==> src/sv/dpr_pkg.sv <==
// shared types and constants for the duotone pixel recolor block
// no dependencies
package dpr_pkg;

	localparam int unsigned CHAN_W = 8;
	localparam int unsigned PROD_W = 17;
	localparam int unsigned NUM_W  = 16;
	localparam int unsigned IDX_W  = 3;

	localparam logic [IDX_W-1:0] REG_FORE_RED   = 3'd0;
	localparam logic [IDX_W-1:0] REG_FORE_GREEN = 3'd1;
	localparam logic [IDX_W-1:0] REG_FORE_BLUE  = 3'd2;
	localparam logic [IDX_W-1:0] REG_BACK_RED   = 3'd3;
	localparam logic [IDX_W-1:0] REG_BACK_GREEN = 3'd4;
	localparam logic [IDX_W-1:0] REG_BACK_BLUE  = 3'd5;
	localparam logic [IDX_W-1:0] REG_ALPHA_MODE = 3'd6;

	localparam logic [CHAN_W-1:0] CHAN_FULL = 8'hFF;
	localparam logic [CHAN_W-1:0] CHAN_ZERO = 8'h00;
	localparam logic [NUM_W-1:0]  BLEND_RND = 16'd127;

	typedef enum logic [1:0] {
		SEL_TINT,
		SEL_BACK,
		SEL_BLEND
	} sel_t;

	// stage load strobes shared by every lane
	typedef struct packed {
		logic ld1;
		logic ld2;
		logic ld3;
	} lane_ctl_t;

	typedef struct packed {
		logic [CHAN_W-1:0] red;
		logic [CHAN_W-1:0] green;
		logic [CHAN_W-1:0] blue;
	} lane_res_t;

endpackage

==> src/sv/duotone_pixel_recolor_top.sv <==
// duotone pixel recolor: three channel lanes side by side, then a merge register
// an accepted input word moves through stages 1, 2 and 3 and then the merge register to output
// throughput: one word per cycle unless m_tready stalls the output; stages advance on their own so bubbles fill
// reset: arst_n clears all valid bits, colours to zero and alpha mode to on
// depends on dpr_pkg, dpr_lane, dpr_merge
module duotone_pixel_recolor_top import dpr_pkg::*; (
	input  logic             clk,
	input  logic             arst_n,
	input  logic             cfg_we,
	input  logic [IDX_W-1:0] cfg_index,
	input  logic [7:0]       cfg_data,
	input  logic             s_tvalid,
	output logic             s_tready,
	input  logic [31:0]      s_tdata,  // src_blue, src_green, src_red, src_alpha
	output logic             m_tvalid,
	input  logic             m_tready,
	output logic [31:0]      m_tdata   // out_blue, out_green, out_red, out_alpha
);

	logic [CHAN_W-1:0] fore_red_q, fore_green_q, fore_blue_q;
	logic [CHAN_W-1:0] back_red_q, back_green_q, back_blue_q;
	logic              alpha_mode_q;

	logic      v1_q, v2_q, v3_q;
	logic      cap2, cap3, cap4;
	logic      ld4;
	lane_ctl_t ctl;
	lane_res_t res;
	sel_t      sel;
	logic [CHAN_W-1:0] alpha;

	always_ff @(posedge clk or negedge arst_n) begin
		if (!arst_n) begin
			fore_red_q   <= CHAN_ZERO;
			fore_green_q <= CHAN_ZERO;
			fore_blue_q  <= CHAN_ZERO;
			back_red_q   <= CHAN_ZERO;
			back_green_q <= CHAN_ZERO;
			back_blue_q  <= CHAN_ZERO;
			alpha_mode_q <= 1'b1;
		end else if (cfg_we) begin
			case (cfg_index)
				REG_FORE_RED:   fore_red_q   <= cfg_data;
				REG_FORE_GREEN: fore_green_q <= cfg_data;
				REG_FORE_BLUE:  fore_blue_q  <= cfg_data;
				REG_BACK_RED:   back_red_q   <= cfg_data;
				REG_BACK_GREEN: back_green_q <= cfg_data;
				REG_BACK_BLUE:  back_blue_q  <= cfg_data;
				REG_ALPHA_MODE: alpha_mode_q <= cfg_data[0];
				default: ;
			endcase
		end
	end

	// a stage can take a word when it is empty or its word moves on
	assign cap3     = !v3_q || cap4;
	assign cap2     = !v2_q || cap3;
	assign s_tready = !v1_q || cap2;
	assign ctl.ld1  = s_tvalid && s_tready;
	assign ctl.ld2  = v1_q && cap2;
	assign ctl.ld3  = v2_q && cap3;
	assign ld4      = v3_q && cap4;

	always_ff @(posedge clk or negedge arst_n) begin
		if (!arst_n) begin
			v1_q <= 1'b0;
			v2_q <= 1'b0;
			v3_q <= 1'b0;
		end else begin
			v1_q <= ctl.ld1 || (v1_q && !ctl.ld2);
			v2_q <= ctl.ld2 || (v2_q && !ctl.ld3);
			v3_q <= ctl.ld3 || (v3_q && !ld4);
		end
	end

	assign alpha = s_tdata[31:24];

	always_comb begin
		if (!alpha_mode_q || alpha == CHAN_FULL) begin
			sel = SEL_TINT;
		end else if (alpha == CHAN_ZERO) begin
			sel = SEL_BACK;
		end else begin
			sel = SEL_BLEND;
		end
	end

	dpr_lane u_lane_blue (
		.clk   (clk),
		.ctl   (ctl),
		.src   (s_tdata[7:0]),
		.alpha (alpha),
		.sel   (sel),
		.fg    (fore_blue_q),
		.bg    (back_blue_q),
		.res   (res.blue)
	);

	dpr_lane u_lane_green (
		.clk   (clk),
		.ctl   (ctl),
		.src   (s_tdata[15:8]),
		.alpha (alpha),
		.sel   (sel),
		.fg    (fore_green_q),
		.bg    (back_green_q),
		.res   (res.green)
	);

	dpr_lane u_lane_red (
		.clk   (clk),
		.ctl   (ctl),
		.src   (s_tdata[23:16]),
		.alpha (alpha),
		.sel   (sel),
		.fg    (fore_red_q),
		.bg    (back_red_q),
		.res   (res.red)
	);

	dpr_merge u_merge (
		.clk      (clk),
		.arst_n   (arst_n),
		.ld       (ld4),
		.lanes    (res),
		.cap      (cap4),
		.m_tvalid (m_tvalid),
		.m_tready (m_tready),
		.m_tdata  (m_tdata)
	);

`ifndef SYNTHESIS
	a_accept_fills_s1: assert property (@(posedge clk) disable iff (!arst_n)
		(s_tvalid && s_tready) |=> v1_q)
		else $error("accepted word not held in first stage");

	a_stall_only_when_full: assert property (@(posedge clk) disable iff (!arst_n)
		!s_tready |-> (v1_q && v2_q && v3_q && m_tvalid && !m_tready))
		else $error("input stalled with room in the pipeline");

	a_out_alpha_full: assert property (@(posedge clk) disable iff (!arst_n)
		m_tvalid |-> (m_tdata[31:24] == CHAN_FULL))
		else $error("output alpha not opaque");

	a_s3_moves_out: assert property (@(posedge clk) disable iff (!arst_n)
		(v3_q && !m_tvalid) |=> m_tvalid)
		else $error("last stage word not moved to output");
`endif

endmodule

==> src/sv/dpr_lane.sv <==
// one colour channel: tint, blend numerator and divide by 255
// depends on dpr_pkg
module dpr_lane import dpr_pkg::*; (
	input  logic              clk,
	input  lane_ctl_t         ctl,
	input  logic [CHAN_W-1:0] src,
	input  logic [CHAN_W-1:0] alpha,
	input  sel_t              sel,
	input  logic [CHAN_W-1:0] fg,
	input  logic [CHAN_W-1:0] bg,
	output logic [CHAN_W-1:0] res
);

	logic signed [CHAN_W:0]     diff;
	logic signed [CHAN_W:0]     inv;
	logic signed [2*CHAN_W+1:0] prod;
	logic signed [PROD_W-1:0]   p_s1;
	logic [CHAN_W-1:0]          a_s1;
	sel_t                       sel_s1;

	logic signed [PROD_W-9:0]   q;
	logic signed [CHAN_W+1:0]   t_full;
	logic [CHAN_W-1:0]          t_s2;
	logic [CHAN_W-1:0]          a_s2;
	sel_t                       sel_s2;

	logic [NUM_W-1:0]           num;
	logic [NUM_W-1:0]           num_s3;
	logic [CHAN_W-1:0]          t_s3;
	sel_t                       sel_s3;
	logic [NUM_W:0]             div_sum;

	assign diff = $signed({1'b0, fg}) - $signed({1'b0, bg});
	assign inv  = $signed({1'b0, CHAN_FULL - src});
	assign prod = diff * inv;

	always_ff @(posedge clk) begin
		if (ctl.ld1) begin
			p_s1   <= prod[PROD_W-1:0];
			a_s1   <= alpha;
			sel_s1 <= sel;
		end
	end

	// arithmetic shift floors towards minus infinity
	assign q      = p_s1[PROD_W-1:8];
	assign t_full = $signed({2'b00, fg}) - $signed({q[PROD_W-9], q});

	always_ff @(posedge clk) begin
		if (ctl.ld2) begin
			t_s2   <= t_full[CHAN_W-1:0];
			a_s2   <= a_s1;
			sel_s2 <= sel_s1;
		end
	end

	assign num = NUM_W'(t_s2 * a_s2) + NUM_W'((CHAN_FULL - a_s2) * bg) + BLEND_RND;

	always_ff @(posedge clk) begin
		if (ctl.ld3) begin
			num_s3 <= num;
			t_s3   <= t_s2;
			sel_s3 <= sel_s2;
		end
	end

	// x / 255 as (x + 1 + (x >> 8)) >> 8, exact over the numerator range
	assign div_sum = {1'b0, num_s3} + (NUM_W+1)'(1) + {9'd0, num_s3[NUM_W-1:8]};

	always_comb begin
		case (sel_s3)
			SEL_TINT:  res = t_s3;
			SEL_BACK:  res = bg;
			SEL_BLEND: res = div_sum[NUM_W-1:8];
			default:   res = t_s3;
		endcase
	end

endmodule

==> src/sv/dpr_merge.sv <==
// merges the three lane results into one output word with its register
// depends on dpr_pkg
module dpr_merge import dpr_pkg::*; (
	input  logic        clk,
	input  logic        arst_n,
	input  logic        ld,
	input  lane_res_t   lanes,
	output logic        cap,
	output logic        m_tvalid,
	input  logic        m_tready,
	output logic [31:0] m_tdata
);

	logic        valid_q;
	logic [31:0] data_q;

	assign cap = !valid_q || m_tready;

	always_ff @(posedge clk or negedge arst_n) begin
		if (!arst_n) begin
			valid_q <= 1'b0;
		end else begin
			valid_q <= ld || (valid_q && !m_tready);
		end
	end

	always_ff @(posedge clk) begin
		if (ld) begin
			data_q <= {CHAN_FULL, lanes.red, lanes.green, lanes.blue};
		end
	end

	assign m_tvalid = valid_q;
	assign m_tdata  = data_q;

endmodule
==> config.mk <==
export PLATFORM = sky130hd
export DESIGN_NAME = duotone_pixel_recolor_top
export DESIGN_NICKNAME = d
export VERILOG_FILES = /design/src/sv/dpr_pkg.sv /design/src/sv/duotone_pixel_recolor_top.sv /design/src/sv/dpr_lane.sv /design/src/sv/dpr_merge.sv
export SDC_FILE = /design/constraint.sdc
export NUM_CORES = 2
export LEC_CHECK = 0
export BUFFER_PORTS_ARGS = -buffer_cell sky130_fd_sc_hd__clkbuf_2
export CORE_MARGIN = 1
export CORE_UTILIZATION = 40
export CTS_BUF_LIST = sky130_fd_sc_hd__clkbuf_8
export DETAILED_ROUTE_END_ITERATION = 10
export SLEW_MARGIN = 20
export SYNTH_ARGS = -nofsm -noshare
export SYNTH_HDL_FRONTEND = slang
export SYNTH_HIERARCHICAL = 1
export SYNTH_SLANG_ARGS = --single-unit
==> constraint.sdc <==
create_clock -name clk -period 12.17 [get_ports clk]
set_input_delay 2.434 -clock clk [delete_from_list [all_inputs] [get_ports clk]]
set_output_delay 2.434 -clock clk [all_outputs]
set_load 0.02 [all_outputs]
* Yosys cells after proc, flatten, opt, wreduce, memory -nomap -nowiden
Cells that the tools add are included.
** Word-level totals
- Output and inout bits :: 34
- Logic and storage cells :: 108
- Bits in registers :: 243
- Input port bits :: 48
** Cells by class
- Equality and inequality tests :: 9
- Reduce and logical (&&, ||, !) cells :: 35
- $add $sub $neg :: 22
- Mux-type cells :: 4
- Multiply operators :: 9
** Operator list (count)
- multiplier 9 x 9 -> 16 bit :: 5
- adder 16 x 1 -> 16 bit (second input constant) :: 3
- adder 16 bit :: 3
- adder 16 x 7 -> 16 bit (second input constant) :: 3
- adder 16 x 8 -> 16 bit :: 3
- multiplier 8 x 8 -> 16 bit :: 3
- case mux 8 bit (2 select lines) :: 3
- subtractor 8 x 8 -> 9 bit :: 3
- subtractor 8 bit :: 3
- subtractor 8 bit (first input constant) :: 3
- multiplier 16 x 8 -> 16 bit :: 1
- AND reduction 2 bit :: 7
- equality test 3 bit (second input constant) :: 3
- logical NOT 1 bit :: 9
- logical OR 1 bit :: 9
- subtractor 8 x 8 -> 9 bit (first input constant) :: 1
- equality test 8 bit (second input constant) :: 1
- logical AND 1 bit :: 8
- logical NOT 8 bit :: 1
- equality test 3 x 2 -> 1 bit (second input constant) :: 2
- equality test 3 x 1 -> 1 bit (second input constant) :: 1
- logical NOT 3 bit :: 1
- equality test 2 x 1 -> 1 bit (second input constant) :: 1
- equality test 2 bit (second input constant) :: 1
- 2-to-1 mux 2 bit :: 1

* Longest topological paths before layout
- Word-level depth :: 8
- Mapped depth :: 24
- Depth with buffers taken out :: 24

* By module
Netlist, hierarchy kept.
** By module, submodules not included
- dpr_lane at u_lane_blue :: instances 1, cells an instance 1039, area each 10054.6 um2, seq. area each 1861.8 um2
- dpr_lane at u_lane_red :: instances 1, cells an instance 987, area each 9749.4 um2, seq. area each 1861.8 um2
- dpr_lane at u_lane_green :: instances 1, cells an instance 984, area each 9719.3 um2, seq. area each 1861.8 um2
- duotone_pixel_recolor_top :: instances 1, cells an instance 129, area each 2078.2 um2, seq. area each 1302.5 um2
- dpr_merge :: instances 1, cells an instance 36, area each 832.0 um2, seq. area each 745.7 um2

* Least setup slack after synthesis
OpenSTA, ideal clock, no wires.
- Kind :: in2reg
- Start point :: input port m_tready
- End point :: register u_lane_blue.a_s2[0], enable pin
- Setup time :: 0.549 ns
- Cell stages on the path :: 3
- Required time :: 11.621 ns
- Data arrival time :: 6.585 ns
- Path buffers :: 0
- Path slack :: 5.037 ns
- Cell sequence :: nand2b_4 nor2b_1 a21boi_0
** RTL lines
- start: declaration :: line duotone_pixel_recolor_top.sv:16 : input logic m_tready,
- end signal: assignment :: line dpr_lane.sv:52 : a_s2 <= a_s1;
- end: declaration :: line dpr_lane.sv:24 : logic [CHAN_W-1:0] a_s2;

* Worst setup path in the final report
- Start point :: register back_green_q[1]
- End point :: register u_lane_green.p_s1[14], data pin
** Between the ends
- Longest elaborated chain between the ends :: 2
** RTL lines
- start: declaration :: line duotone_pixel_recolor_top.sv:21 : logic [CHAN_W-1:0] back_red_q, back_green_q, back_blue_q;
- start signal: assignment :: line duotone_pixel_recolor_top.sv:47 : REG_BACK_GREEN: back_green_q <= cfg_data;
- subtractor 8 x 8 -> 9 bit :: line dpr_lane.sv:33 : assign diff = $signed({1'b0, fg}) - $signed({1'b0, bg});
- multiplier 9 x 9 -> 16 bit :: line dpr_lane.sv:35 : assign prod = diff * inv;
- net u_lane_green.prod[14] :: line dpr_lane.sv:16 : logic signed [2*CHAN_W+1:0] prod;
- end signal: assignment :: line dpr_lane.sv:39 : p_s1 <= prod[PROD_W-1:0];
- end: declaration :: line dpr_lane.sv:17 : logic signed [PROD_W-1:0] p_s1;
The timed path passes the listed nets, and every way through them passes these cells.
A chain may end at the register's enable or synchronous reset.

==> impl_metrics.yaml <==
finish:
  final_cell_mix: "735 x inv_1, 474 x fa_1, 330 x ha_1"
  areaGrowthSynthToFinish_pct: 7.69
  stdcell_count: 4352
  finalNetCount: 4101
  drive_above_1_share: 0.0800
  final_common_cell: "inv_1"
  multi_input_area_mm2: 0.0218
  fillCellCount: 7866
  seqCellArea_mm2: 0.00763
timing:
  hold_violations: 0
  slew_violations: 0
  worstMarginPinSlew_ns: 0.972
  fin_crit_ns: 6.76
  setup_tns_ns: 0
  fin_crit_sh: 0.556
  finalSetupViolCount: 0
  maxSlewHeadroom: 0.352
  rsz0062_at_grt: "no"
  finClkSkew_ns: 0.0304
  fmax_mhz: 148
global_routing:
  overflow: 0
  first_global_vias: 22400
  grt_pass1_wl_um: 122000
  antenna_found_initial: 12
  grt_max_degree: 70
  grt_usage: 0.192
floorplan:
  initial_core_util: 0.403
  core_mm2: 0.0804
  rows: 104
  io_pins: 82
  fp.dieH_um: 287
  die_w_um: 287
  die_area_mm2: 0.0822
run:
  cap_violations: 0
logic_synthesis:
  synth_top_area_frac: 0.293
  ys_types: 76
  synth_edf_count: 210
  synth_area_leaders: "fa_1 29%, edfxtp_1 19%, ha_1 13%"
  synthFlopType: "edfxtp_1"
  synth-async-reset-ratio: 0.202
  yosys.area.top_type: "fa_1"
  synth.avg_cell_area_um2: 10.2
  yosysSeqAreaShare: 0.235
  synth_warnings: 6
  synth_cells: 3175
  synth_seq_cells: 263
  syn-cell-area_mm2: 0.0324
setup_path:
  crit_type: "register to register"
  timing.reg2reg.setup_slack_ns: 5.41
  rr_worst_depth: 24
  endpoint_kind: "register"
  cp_num_buf_inv: 4
  cp_slowest_stage_delay_ns: 0.62
  cp.arrival_ns: 7.14
  worstSetupPathDepth: 24
  worstSetupStartpointType: "register"
  required_ns: 12.55
  cp_cell_sequence: "inv_1, ha_1, nor2b_1, o21ai_0, a21boi_0, o21ai_0, a21oi_1, xor2_1, nand2b_1, fa_1, inv_1, fa_1, fa_1, inv_1, fa_1, inv_1, ha_1, a21o_1, a21oi_1, o41ai_4, or2_2, a21o_4, a21oi_2, xnor2_1"
  crit_slowest_cell: "dfrtp_1"
  r2r_end: "u_lane_green/p_s1[14]"
  cp_top_family: "adder cells"
  r2r-start: "back_green_q[1]"
  critPathMaxFanout: 9
hold_path:
  hold_depth: 0
  worstHoldEndpoint: "u_lane_green/sel_s3[0]"
  hold_class: "register to register"
  hp-start: "u_lane_green/sel_s2[0]"
clocking:
  post_cts_buffers: 0
  cts.sinks: 263
  clk_pin_slew_ns: 0.07
  cts_buffer_depth: 3
  clock_latency_ns: 0.65
  postCtsHoldBufs: 0
  cts_buffers: 47
  cts_root_buf: "clkbuf_8"
  ctsResizeCount: 0
  cts_tree: "yes"
  htreeDepth: 2
routing:
  post_drt_wl_per_cell_um: 17.4
  wirelength_um: 75700
  dr.pass1.iters: 5
  num_vias: 21100
  antenna_left: 0
  remaining_drc_errors: 0
  via_per_inst: 4.85
  first_iter_violations: 1087
place:
  io_buffers: 73
  gp_congestion: 0.860
  dp_cells: 4260
  post-dp-hpwl_um: 59600
run_status:
  outcome: "finished, final reports clean"
-- registers in the layout (all words and copies together) (netlist names), 16 cells and up --
signal,count
u_lane_blue/num_s3,16
u_merge/m_tdata,24
u_lane_red/num_s3,16
u_lane_green/num_s3,16
-- final cells by class --
type                       count  share of cell area
clock inverter                34             0.00663
inverter                     733              0.0788
sequential                   263               0.219
multi-input combinational   2126               0.625
clock buffer                  54              0.0213
antenna                        4            0.000287
timing repair buffer          78              0.0115
tap                         1060              0.0380
-- synth_stat cells, drive strengths merged (25+ instances only) --
| cell type | n |
|---|---|
| a21oi | 59 |
| edfxtp | 210 |
| mux2 | 56 |
| xor2 | 54 |
| clkbuf | 46 |
| dfrtp | 52 |
| fa | 474 |
| and2 | 95 |
| nand2 | 185 |
| o21ai | 31 |
| inv | 727 |
| or2 | 30 |
| nor2b | 57 |
| nand2b | 182 |
| xnor2 | 100 |
| nor2 | 239 |
| ha | 330 |
| o21a | 26 |
| nor3 | 25 |
-- worst max path at each step --
stage                          from                    end  slack (ns)
global placement         s_tdata[8]  u_lane_green/p_s1[14]        5.31
detailed placement       s_tdata[8]  u_lane_green/p_s1[14]        5.29
floorplan                  m_tready    u_lane_blue/a_s2[0]        5.04
finish              back_green_q[1]  u_lane_green/p_s1[14]        5.41
global route        back_green_q[1]  u_lane_green/p_s1[14]        4.86
CTS                 back_green_q[1]  u_lane_green/p_s1[14]        5.36
-- worst register-to-register path: stages, from the launching register on --
cell and delay (ns):
dfrtp_1 0.62, inv_1 0.18, ha_1 0.30, nor2b_1 0.12, o21ai_0 0.10, a21boi_0 0.29
o21ai_0 0.16, a21oi_1 0.17, xor2_1 0.58, nand2b_1 0.17, fa_1 0.56, inv_1 0.05
fa_1 0.50, fa_1 0.55, inv_1 0.05, fa_1 0.47, inv_1 0.04, ha_1 0.32
a21o_1 0.17, a21oi_1 0.23, o41ai_4 0.14, or2_2 0.33, a21o_4 0.22, a21oi_2 0.14
xnor2_1 0.07
-- stage by stage --
stage	hold WS (ns)	utilization	cell area, µm²	setup WS (ns)
after floorplan	0.400	-	32500	5.04
after global placement	0.401	0.422	33900	5.31
after detailed placement	0.405	0.422	33900	5.29
after CTS	0.402	0.434	34900	5.36
after global routing	0.409	0.434	34900	4.86
final	0.406	0.434	34900	5.41
-- metal layers --
layer,part of all wire,GRT usage
met1,0.46,0.262
met5,0.0011,0
met4,0.020,0.0476
met2,0.47,0.316
met3,0.057,0.0333
-- cells by family after synthesis --
| kind of cell | after synthesis | synth area share |
|---|---|---|
| simple gates | 869 | 0.138 |
| fa+ha+maj | 804 | 0.420 |
| buf+inv | 796 | 0.0934 |
| flops | 263 | 0.235 |
| compound gates | 221 | 0.0495 |
| xor+xnor | 154 | 0.0416 |
| mux | 64 | 0.0219 |
| other cells | 4 | 0.000463 |
Power is left out: the tool's default activity adds up to more than one toggle a clock period on the data nets, which glitch-free logic cannot reach.
